**config.mk**
```make
export PLATFORM = sky130hd
export DESIGN_NAME = bounded_linked_list_engine
export DESIGN_NICKNAME = d
export VERILOG_FILES = /design/src/blle_pkg.sv /design/src/bounded_linked_list_engine.sv
export SDC_FILE = /design/constraint.sdc
export NUM_CORES = 2
export LEC_CHECK = 0
export ABC_AREA = 0
export BUFFER_PORTS_ARGS = -buffer_cell sky130_fd_sc_hd__buf_2
export CAP_MARGIN = 25
export CORE_MARGIN = 2
export CORE_UTILIZATION = 35
export CTS_CLUSTER_DIAMETER = 120
export CTS_CLUSTER_SIZE = 10
export DETAILED_ROUTE_END_ITERATION = 10
export GPL_ROUTABILITY_DRIVEN = 1
export MAX_ROUTING_LAYER = met4
export SLEW_MARGIN = 25
export SYNTH_ARGS = -nofsm -noshare
export SYNTH_HDL_FRONTEND = slang
export SYNTH_SLANG_ARGS = --single-unit
```
**constraint.sdc**
```tcl
create_clock -name clk_i -period 10.23 [get_ports clk_i]
set_input_delay 1.023 -clock clk_i [delete_from_list [all_inputs] [get_ports clk_i]]
set_output_delay 1.023 -clock clk_i [all_outputs]
set_load 0.03 [all_outputs]
```
**src/blle_pkg.sv**
```systemverilog
// ----------------------------------------------------------------------------
// blle_pkg
// Types and codes shared by the linked list engine and its checker.
// ----------------------------------------------------------------------------
package blle_pkg;

  localparam int unsigned CNT_W = 7;

  typedef enum logic [2:0] {
    CMD_INS_HEAD = 3'd0,
    CMD_INS_TAIL = 3'd1,
    CMD_INS_AT   = 3'd2,
    CMD_DEL_HEAD = 3'd3,
    CMD_DEL_TAIL = 3'd4,
    CMD_DEL_AT   = 3'd5,
    CMD_READ     = 3'd6
  } cmd_e;

  typedef enum logic [1:0] {
    ST_OK     = 2'd0,
    ST_EMPTY  = 2'd1,
    ST_BOUNDS = 2'd2,
    ST_FULL   = 2'd3
  } status_e;

  typedef enum logic [2:0] {
    S_IDLE,
    S_WALK,
    S_INS_A,
    S_INS_B,
    S_DEL,
    S_READ,
    S_RESP
  } state_e;

  typedef struct packed {
    logic [2:0]         command;
    logic signed [31:0] item_value;
    logic [6:0]         position;
  } in_item_t;

  typedef struct packed {
    logic signed [31:0] out_value;
    logic [1:0]         status;
    logic               last;
    logic [CNT_W-1:0]   count;
  } out_item_t;

endpackage

```
**src/bounded_linked_list_engine.sv**
```systemverilog
// ----------------------------------------------------------------------------
// bounded_linked_list_engine
// Ordered list of signed values held in a node store with next links.
// ----------------------------------------------------------------------------
// One command is taken at a time; in_ready_o is high only between commands.
// After a transfer the engine passes through S_RESP alone on an error, an unused
// code or a read out of an empty list, and through S_WALK, S_INS_A and S_RESP on
// a head insert. Any other insert or delete walks the next-link memory one node
// per cycle up to the position (the position is count + 1 for a tail insert and
// count for a tail delete), then updates the links and responds. A read out
// streams one value per cycle from the value and link memories while
// out_ready_i is high. Results pass through a two-entry output buffer; while
// it is full the engine holds its result.
// ----------------------------------------------------------------------------
module bounded_linked_list_engine
  import blle_pkg::*;
#(
  parameter int unsigned CAPACITY = 64
) (
  input  logic      clk_i,
  input  logic      rst_ni,
  input  logic      in_valid_i,
  output logic      in_ready_o,
  input  in_item_t  in_data_i,
  output logic      out_valid_o,
  input  logic      out_ready_i,
  output out_item_t out_data_o
);

  localparam int unsigned IW = (CAPACITY > 1) ? $clog2(CAPACITY) : 1;
  localparam logic [CNT_W-1:0] CAP_CNT = CNT_W'(CAPACITY);

  state_e state_q, state_d;

  logic [IW-1:0]       head_q, head_d;
  logic [CNT_W-1:0]    count_q, count_d;
  logic [CAPACITY-1:0] used_q, used_d;
  logic [IW-1:0]       alloc_q;
  logic [IW-1:0]       node_q, node_d;

  logic [IW-1:0]       cur_q, cur_d, prev_q, prev_d, pprev_q, pprev_d;
  logic [CNT_W-1:0]    steps_q, steps_d;
  logic                rd_valid_q, rd_valid_d;
  logic                last_q, last_d;
  logic                is_ins_q, is_ins_d, at_head_q, at_head_d;
  status_e             status_q, status_d;
  logic signed [31:0]  val_q, val_d;

  logic [31:0]         val_mem [CAPACITY];
  logic [IW-1:0]       next_mem [CAPACITY];
  logic [31:0]         val_rdata_q;
  logic [IW-1:0]       next_rdata_q;
  logic                rd_en;
  logic [IW-1:0]       cur_addr;
  logic                val_we, next_we;
  logic [IW-1:0]       val_waddr, next_waddr, next_wdata;

  out_item_t           fifo_q [2];
  logic                wptr_q, rptr_q;
  logic [1:0]          fcnt_q;
  logic                push, pop;
  out_item_t           push_item;

  in_item_t            req;
  logic [CNT_W-1:0]    pe;
  logic [CAPACITY-1:0] free_oh;
  logic [IW-1:0]       alloc_d;
  logic                space;

  assign req      = in_data_i;
  assign cur_addr = rd_valid_q ? next_rdata_q : cur_q;
  assign pop      = out_valid_o && out_ready_i;
  assign space    = (fcnt_q != 2'd2) || pop;

  // lowest free node
  assign free_oh = ~used_q & (used_q + CAPACITY'(1));
  always_comb begin
    alloc_d = '0;
    for (int i = 0; i < CAPACITY; i++) begin
      alloc_d = alloc_d | (free_oh[i] ? IW'(i) : '0);
    end
  end

  always_comb begin
    unique case (req.command)
      CMD_INS_HEAD, CMD_DEL_HEAD: pe = CNT_W'(1);
      CMD_INS_TAIL:               pe = count_q + CNT_W'(1);
      CMD_DEL_TAIL:               pe = count_q;
      default:                    pe = req.position;
    endcase
  end

  // next state
  always_comb begin
    state_d = state_q;
    unique case (state_q)
      S_IDLE: begin
        if (in_valid_i) begin
          case (req.command) inside
            CMD_INS_HEAD, CMD_INS_TAIL, CMD_INS_AT: begin
              if (count_q == CAP_CNT || pe == '0 || pe > count_q + CNT_W'(1)) begin
                state_d = S_RESP;
              end else begin
                state_d = S_WALK;
              end
            end
            CMD_DEL_HEAD, CMD_DEL_TAIL, CMD_DEL_AT: begin
              if (count_q == '0 || pe == '0 || pe > count_q) begin
                state_d = S_RESP;
              end else begin
                state_d = S_WALK;
              end
            end
            CMD_READ: state_d = (count_q == '0) ? S_RESP : S_READ;
            default:  state_d = S_RESP;
          endcase
        end
      end
      S_WALK: begin
        if (steps_q == '0) begin
          state_d = is_ins_q ? S_INS_A : S_DEL;
        end
      end
      S_INS_A: state_d = at_head_q ? S_RESP : S_INS_B;
      S_INS_B: state_d = S_RESP;
      S_DEL:   state_d = S_RESP;
      S_READ: begin
        if (steps_q == '0 && !rd_valid_q) begin
          state_d = S_IDLE;
        end
      end
      S_RESP: begin
        if (space) begin
          state_d = S_IDLE;
        end
      end
      default: state_d = S_IDLE;
    endcase
  end

  // datapath and memory control
  always_comb begin
    head_d     = head_q;
    count_d    = count_q;
    used_d     = used_q;
    node_d     = node_q;
    cur_d      = rd_valid_q ? next_rdata_q : cur_q;
    prev_d     = prev_q;
    pprev_d    = pprev_q;
    steps_d    = steps_q;
    rd_valid_d = 1'b0;
    last_d     = last_q;
    is_ins_d   = is_ins_q;
    at_head_d  = at_head_q;
    status_d   = status_q;
    val_d      = val_q;
    rd_en      = 1'b0;
    val_we     = 1'b0;
    next_we    = 1'b0;
    val_waddr  = node_q;
    next_waddr = node_q;
    next_wdata = cur_addr;
    push       = 1'b0;
    push_item  = '{out_value: '0, status: status_q, last: 1'b1, count: count_q};
    in_ready_o = 1'b0;

    unique case (state_q)
      S_IDLE: begin
        in_ready_o = 1'b1;
        if (in_valid_i) begin
          cur_d     = head_q;
          val_d     = req.item_value;
          at_head_d = (pe == CNT_W'(1));
          status_d  = ST_OK;
          case (req.command) inside
            CMD_INS_HEAD, CMD_INS_TAIL, CMD_INS_AT: begin
              is_ins_d = 1'b1;
              steps_d  = pe - CNT_W'(1);
              if (count_q == CAP_CNT) begin
                status_d = ST_FULL;
              end else if (pe == '0 || pe > count_q + CNT_W'(1)) begin
                status_d = ST_BOUNDS;
              end
            end
            CMD_DEL_HEAD, CMD_DEL_TAIL, CMD_DEL_AT: begin
              is_ins_d = 1'b0;
              steps_d  = pe;
              if (count_q == '0) begin
                status_d = ST_EMPTY;
              end else if (pe == '0 || pe > count_q) begin
                status_d = ST_BOUNDS;
              end
            end
            CMD_READ: begin
              steps_d = count_q;
              if (count_q == '0) begin
                status_d = ST_EMPTY;
              end
            end
            default: ;
          endcase
        end
      end
      S_WALK: begin
        node_d = alloc_q;
        if (steps_q != '0) begin
          rd_en      = 1'b1;
          rd_valid_d = 1'b1;
          prev_d     = cur_addr;
          pprev_d    = prev_q;
          steps_d    = steps_q - CNT_W'(1);
        end
      end
      S_INS_A: begin
        val_we     = 1'b1;
        next_we    = 1'b1;
        val_waddr  = node_q;
        next_waddr = node_q;
        next_wdata = cur_addr;
        used_d     = used_q | (CAPACITY'(1) << node_q);
        count_d    = count_q + CNT_W'(1);
        if (at_head_q) begin
          head_d = node_q;
        end
      end
      S_INS_B: begin
        next_we    = 1'b1;
        next_waddr = prev_q;
        next_wdata = node_q;
      end
      S_DEL: begin
        used_d  = used_q & ~(CAPACITY'(1) << prev_q);
        count_d = count_q - CNT_W'(1);
        if (at_head_q) begin
          head_d = cur_addr;
        end else begin
          next_we    = 1'b1;
          next_waddr = pprev_q;
          next_wdata = cur_addr;
        end
      end
      S_READ: begin
        if (rd_valid_q) begin
          push      = 1'b1;
          push_item = '{out_value: val_rdata_q, status: ST_OK, last: last_q,
                        count: count_q};
        end
        if (steps_q != '0 &&
            (2'(fcnt_q + 2'(rd_valid_q)) - 2'(pop)) < 2'd2) begin
          rd_en      = 1'b1;
          rd_valid_d = 1'b1;
          last_d     = (steps_q == CNT_W'(1));
          steps_d    = steps_q - CNT_W'(1);
        end
      end
      S_RESP: begin
        push = space;
      end
      default: ;
    endcase
  end

  always_ff @(posedge clk_i or negedge rst_ni) begin
    if (!rst_ni) begin
      state_q    <= S_IDLE;
      head_q     <= '0;
      count_q    <= '0;
      used_q     <= '0;
      alloc_q    <= '0;
      rd_valid_q <= 1'b0;
      steps_q    <= '0;
      wptr_q     <= 1'b0;
      rptr_q     <= 1'b0;
      fcnt_q     <= '0;
    end else begin
      state_q    <= state_d;
      head_q     <= head_d;
      count_q    <= count_d;
      used_q     <= used_d;
      alloc_q    <= alloc_d;
      rd_valid_q <= rd_valid_d;
      steps_q    <= steps_d;
      if (push) begin
        wptr_q <= ~wptr_q;
      end
      if (pop) begin
        rptr_q <= ~rptr_q;
      end
      fcnt_q <= fcnt_q + 2'(push) - 2'(pop);
    end
  end

  always_ff @(posedge clk_i) begin
    node_q    <= node_d;
    cur_q     <= cur_d;
    prev_q    <= prev_d;
    pprev_q   <= pprev_d;
    last_q    <= last_d;
    is_ins_q  <= is_ins_d;
    at_head_q <= at_head_d;
    status_q  <= status_d;
    val_q     <= val_d;
    if (push) begin
      fifo_q[wptr_q] <= push_item;
    end
  end

  // node store
  always_ff @(posedge clk_i) begin
    if (val_we) begin
      val_mem[val_waddr] <= val_q;
    end
    if (rd_en) begin
      val_rdata_q <= val_mem[cur_addr];
    end
  end

  always_ff @(posedge clk_i) begin
    if (next_we) begin
      next_mem[next_waddr] <= next_wdata;
    end
    if (rd_en) begin
      next_rdata_q <= next_mem[cur_addr];
    end
  end

  assign out_valid_o = (fcnt_q != '0);
  assign out_data_o  = fifo_q[rptr_q];

endmodule

```
; Yosys cells after proc, flatten, opt, wreduce, memory -nomap -nowiden
; Memory sizes are Yosys's and may differ from the RTL's. A register that Yosys moved wholly into a read port is not among the register bits.
; Index checks and enable logic that the tools add are counted.
[classes]
order_cmp = 3
reduce_logical = 33
n_bitwise = 69
add_sub_neg = 9
mux = 121
shifts = 2
eq_ne = 25
[op_table]
columns = op, count
row1 = 6-bit 2-to-1 mux, 39
row2 = 6-bit bitwise OR, 31
row3 = 64-bit AND, 2
row4 = 64-bit inverter, 2
row5 = 64-bit case mux with 2 select lines, 1
row6 = "1-bit by 6-bit left shift with 64-bit output, first input constant", 2
row7 = 42-bit 2-to-1 mux, 2
row8 = 5-bit 2-to-1 mux, 16
row9 = 5-bit bitwise OR, 15
row10 = "64-bit by 1-bit adder with 64-bit output, second input constant", 1
row11 = 64-bit bitwise OR, 1
row12 = 3-bit 2-to-1 mux, 14
row13 = 7-bit 2-to-1 mux, 6
row14 = 7-bit case mux with 3 select lines, 2
row15 = 4-bit 2-to-1 mux, 8
row16 = 4-bit bitwise OR, 7
row17 = 6-bit case mux with 2 select lines, 2
row18 = 7-bit logical NOT, 3
row19 = "7-bit by 1-bit subtractor with 7-bit output, second input constant", 3
row20 = 2-bit 2-to-1 mux, 10
row21 = "3-bit equality test, second input constant", 6
row22 = "2-bit != test, second input constant", 9
row23 = 3-bit case mux with 6 select lines, 1
row24 = 1-bit 2-to-1 mux, 16
row25 = 33 further kinds, 63
[word_totals]
ff_bits = 159
mem_count = 3
out_inout_bits = 44
mem_bits_rw = 2516
[mem_list]
columns = name, depth, width, rd, rd_clocked_by_memory_dff, wr, line
row1 = val_mem, 64, 32, 1, 1, 1, bounded_linked_list_engine.sv:49  ; logic [31:0] val_mem [CAPACITY];
row2 = next_mem, 64, 6, 1, 1, 1, bounded_linked_list_engine.sv:50  ; logic [IW-1:0] next_mem [CAPACITY];
row3 = fifo_q, 2, 42, 1, 0, 1, bounded_linked_list_engine.sv:58  ; out_item_t fifo_q [2];

; Logic depth before layout (Yosys ltp)
[depth]
word_depth = 65
depth_mapped = 13
depth_no_buf = 12

; Worst setup path before layout
; Ideal clock, no wire load.
[synth_timing]
path_type = input -> register
startpoint = in in_data_i[40] (netlist name)
endpoint = reg status_q[1] (data pin)
setup_slack_ns = 6.455
stages = 13
setup_time_ns = 0.275
required_ns = 9.955
arrival_time_ns = 3.500
cell_sequence = clkbuf_1 -> buf_2 -> o31ai_1 -> a222oi_1 -> inv_1 -> ha_1 -> nor2b_1 -> o21a_1 -> o21a_1 -> o21ai_0 -> a21oi_1 -> a211oi_1 -> a21oi_1
[synth_via]
elab_chain_cells = 9
[synth_lines]
columns = element, line
row1 = "start, declared", bounded_linked_list_engine.sv:24  ; input in_item_t in_data_i,
row2 = 3-bit by 2-bit equality test with 1-bit output or 3-bit logical NOT (tied branches), bounded_linked_list_engine.sv:85  ; unique case (req.command)
row3 = 2-bit OR reduction, bounded_linked_list_engine.sv:85
row4 = 7-bit case mux with 3 select lines, bounded_linked_list_engine.sv:85
row5 = 7-bit > comparator or 7-bit logical NOT (tied branches), "bounded_linked_list_engine.sv:190, bounded_linked_list_engine.sv:181"
row6 = 1-bit logical OR, bounded_linked_list_engine.sv:190  ; end else if (pe == '0 || pe > count_q) begin
row7 = 2-bit 2-to-1 mux, bounded_linked_list_engine.sv:190
row8 = 2-bit 2-to-1 mux, bounded_linked_list_engine.sv:188  ; if (count_q == '0) begin
row9 = 2-bit 2-to-1 mux, bounded_linked_list_engine.sv:175  ; case (req.command) inside
row10 = 2-bit 2-to-1 mux *, bounded_linked_list_engine.sv:175
row11 = "end signal, assigned", bounded_linked_list_engine.sv:301  ; status_q <= status_d;
row12 = "end, declared", bounded_linked_list_engine.sv:46  ; status_e status_q, status_d;
; Every way passes the cells marked *; elsewhere a longest branch is shown, timed or not.
; A chain may end at the register's enable or synchronous reset.

; Worst setup path after layout
[layout_timing]
startpoint = reg rd_valid_q
endpoint = reg val_rdata_q[16], read port of val_mem (data pin)
[layout_via]
elab_chain_cells = 6
[layout_lines]
columns = element, line
row1 = "start, declared", bounded_linked_list_engine.sv:43  ; logic rd_valid_q, rd_valid_d;
row2 = "start signal, assigned", bounded_linked_list_engine.sv:281  ; rd_valid_q <= rd_valid_d;
row3 = 2-bit by 1-bit adder with 2-bit output, bounded_linked_list_engine.sv:249  ; (2'(fcnt_q + 2'(rd_valid_q)) - 2'(pop)) < 2'd2) begin
row4 = 2-bit by 1-bit subtractor with 2-bit output, bounded_linked_list_engine.sv:249
row5 = 2-bit less-than comparator, bounded_linked_list_engine.sv:249
row6 = 1-bit logical AND, bounded_linked_list_engine.sv:248  ; if (steps_q != '0 &&
row7 = 1-bit 2-to-1 mux, bounded_linked_list_engine.sv:248
row8 = 1-bit case mux with 2 select lines, bounded_linked_list_engine.sv:167  ; unique case (state_q)
row9 = "end, declared", bounded_linked_list_engine.sv:51  ; logic [31:0] val_rdata_q;
; Several ways; a longest one is shown, not always the timed one.

==> results.py <==
metrics = {
    "outcome": {
        "status": "finished, final reports clean",
    },
    "timing": {
        "setup_viol": 0,
        "max_freq_mhz": 177,
        "finalClockSkew_ps": 80.8,
        "period_share_pct": 55.3,
        "fin_crit_ps": 5660,
        "tns_ps": 0,
        "slew_viol_final": 0,
        "rsz0062_at_grt": "no",
        "tightest_slew_ps": 1170,
        "final_hold_viol_count": 0,
        "slew_headroom_pct": 22.2,
    },
    "synth": {
        "syn-instance-count": 8093,
        "yosys_register_bits": 2713,
        "synth_area_leaders": "edfxtp_1, nand2_1, nand3_1",
        "yosysUniqueCellTypes": 79,
        "synthesis.area_sq_mm": 0.109,
        "yosysTopAreaCell": "edfxtp_1",
        "synth-main-ff-cell": "edfxtp_1",
        "yosys.area.top_type_share_pct": 71.7,
        "synth_common_cells": "edfxtp_1, nand2_1, nand3_1",
        "ys_warn_count": 0,
        "synth_most_common_cell": "edfxtp_1",
        "async_flop_share_pct": 3.61,
        "synth_seq_area_share_pct": 74.1,
        "syn_nets": 8164,
        "synth_edf_count": 2609,
        "avgSynthCellArea_sq_um": 13.5,
    },
    "cts": {
        "cts.path.max_buffers": 4,
        "worstSkewPairLatency_ps": 880,
        "cts_root_buffer": "clkbuf_16",
        "cts_made_buffers": 313,
        "clk_pin_slew_worst_paths_ps": 50,
        "postCtsHoldBufs": 0,
        "post_cts_resize_count": 0,
        "cts_setup_buffers": 0,
        "cts_sinks": 2713,
        "tritoncts": "built",
        "h-tree-depth": 5,
    },
    "placement": {
        "port_buffers": 89,
        "dpl.hpwl_um": 167000,
        "routabilityCongestion": 0.877,
    },
    "floorplan": {
        "rows": 205,
        "core-area_sq_mm": 0.311,
        "io_pins": 90,
        "fp.dieW_um": 563,
        "die_height_um": 563,
        "floorplan.initialDensity_pct": 35.1,
        "die_area_sq_mm": 0.316,
    },
    "setup_path": {
        "crit_buf_inv": 3,
        "endpoint_kind": "flip-flop",
        "cp_top_family": "buffers and inverters",
        "path_cells": "mux2i_4 -> buf_12 -> buf_12 -> buf_12 -> nand2_1 -> and3_1 -> a311oi_1 -> a311oi_1 -> o32ai_2 -> a221o_1",
        "r2r_cells": 10,
        "crit_start": "rd_valid_q",
        "reg2reg_slack_ps": 4570,
        "critPathMaxFanout": 196,
        "cp-start-kind": "flip-flop",
        "critical_path.max_stage_delay_ps": 790,
        "worstReg2RegStart": "rd_valid_q",
        "cp_slowest_cell": "o32ai_2",
        "path_class": "flip-flop to flip-flop",
        "reg2reg_to": "val_rdata_q[16]",
        "critPathArrivalTime_ps": 6360,
        "cp.required_ps": 10940,
        "path_common_cell": "buf_12",
    },
    "global_routing": {
        "antenna_found_initial": 17,
        "grt_max_degree": 197,
        "grt_pass1_vias": 66500,
        "grt_overflow": 0,
        "grt_first_pass_wirelength_um": 457000,
        "grt_use_total_pct": 20.0,
    },
    "routing": {
        "wl_met1_um": 131000,
        "dr_wl_met2_um": 148000,
        "drt_iter0_drc": 8746,
        "first_pass_iters": 6,
        "dr.max_layer_used": "met4",
        "wl_met3_um": 27100,
        "drt_wl_total_um": 318000,
        "via_count": 69100,
        "via_per_inst": 5.60,
        "postRouteAntennaNets": 0,
        "wl_per_cell_um": 25.8,
        "drcViolationCount": 0,
    },
    "finish": {
        "drive_gt1_share_pct": 9.70,
        "n_fill_cell": 28400,
        "regArea_sq_mm": 0.0809,
        "area_delta_synth_final_pct": 12.8,
        "finalNetCount": 8204,
        "multi_input_area_sq_mm": 0.0265,
        "utilization_pct": 39.6,
    },
    "power": {
        "ir_drop_mv": 0.301,
        "power_frac_comb_pct": 37.1,
        "power_frac_seq_pct": 36.9,
        "power.clock.fraction_pct": 25.9,
        "p_int_w": 0.0229,
        "power.leakage_nw": 41.5,
        "p_sw_w": 0.0146,
        "swShare_pct": 39.0,
        "p_per_area_mw_per_mm2": 304,
    },
    "run": {
        "maxCapViolations": 0,
    },
    "hold_path": {
        "hold_path_class": "input pin to asynchronous set/reset pin",
    },
}
flip-flops by register name (all words and copies together) (netlist names), 2 cells and up:
name	count
val_mem	2048
next_mem	384
fifo_q	84
used_q	64
val_q	32
val_rdata_q	32
count_q	7
steps_q	7
alloc_q	6
cur_q	6
head_q	6
next_rdata_q	6
node_q	6
pprev_q	6
prev_q	6
state_q	3
fcnt_q	2
status_q	2
worst max-delay path by stage:
stage	to	slack, ps	cells after the start
6_report	val_rdata_q[16]	4570	10
5_1_grt	val_rdata_q[1]	4330	10
4_1_cts	val_rdata_q[1]	4590	10
3_5_place_dp	val_rdata_q[1]	4600	10
3_3_place_gp	val_rdata_q[30]	4220	10
2_1_floorplan	status_q[1]	6450	13
cell usage in the layout (no fill, tap or decap), types with 38 or more instances in the layout:
cell type and count:
dfrtp_1 97, and2_1 51, nor3_1 46, nor2_4 67, a31oi_1 76, o21ai_0 158, nand2_1 2257, and3_1 274
buf_4 158, nand3_1 725, nor2_1 125, clkbuf_16 321, edfxtp_1 2609, buf_2 88, mux2i_1 154, mux2_2 43
a311oi_1 382, o31ai_1 42, a221o_1 41, mux4_2 38, clkbuf_1 41
power by group through the flow:
stage	logic, W	registers (W)	clock network, W
2_1_floorplan	0.00848	0.0140	0
3_3_place_gp	0.0134	0.0140	0
3_5_place_dp	0.0138	0.0141	0
4_1_cts	0.0138	0.0138	0.00985
5_1_grt	0.0148	0.0139	0.0103
6_report	0.0139	0.0139	0.00973
worst reg2reg max path: cells and delay by family, from the launching register on:
kind | cells | cell delay, ps
and+or+nand+nor | 2 | 690
AOI/OAI and AO/OA | 4 | 1440
DFF | 1 | 780
buffers and inverters | 3 | 2170
muxes | 1 | 450
logic make-up (layout without fill, tap and decap cells):
kind of cell,Yosys count,after routing,share of synthesized area [%]
AOI/OAI and AO/OA,871,871,6.04
muxes,239,239,2.70
xor gates and xnor gates,18,18,0.144
DFF,2713,2713,74.1
adders and majority gates,25,25,0.286
and+or+nand+nor,3647,3647,14.5
other,0,7,0
buffers and inverters,580,680,2.27
routing by layer:
layer  up-vias  GRT usage, %
met5         -             -
met4         0          7.20
met3       557          3.14
met2      3413          31.3
met1     35000          26.4
li1      30200             -
per-stage QoR:
stage / total power (W) / hold WS [ps] / std cells / worst slack [ps] / instance area [sq um]
final: 0.0375 / 99.1 / 12300 / 4570 / 123000
after global routing: 0.0390 / 86.2 / 12300 / 4330 / 123000
after CTS: 0.0375 / 60.1 / 12300 / 4590 / 123000
after detailed placement: 0.0278 / 404 / 12000 / 4600 / 115000
after global placement: 0.0275 / 401 / 12000 / 4220 / 115000
after floorplan: 0.0225 / 401 / 8093 / 6450 / 109000
layout make-up:
class	count	area share (%)
Antenna cell	7	0.0142
Clock buffer	362	6.65
Timing Repair Buffer	266	1.61
Clock inverter	13	0.172
Tap cell	4140	4.20
Multi-Input combinational cell	4800	21.5
Sequential cell	2713	65.7
Inverter	39	0.139
(Power assumes the default switching activity.)
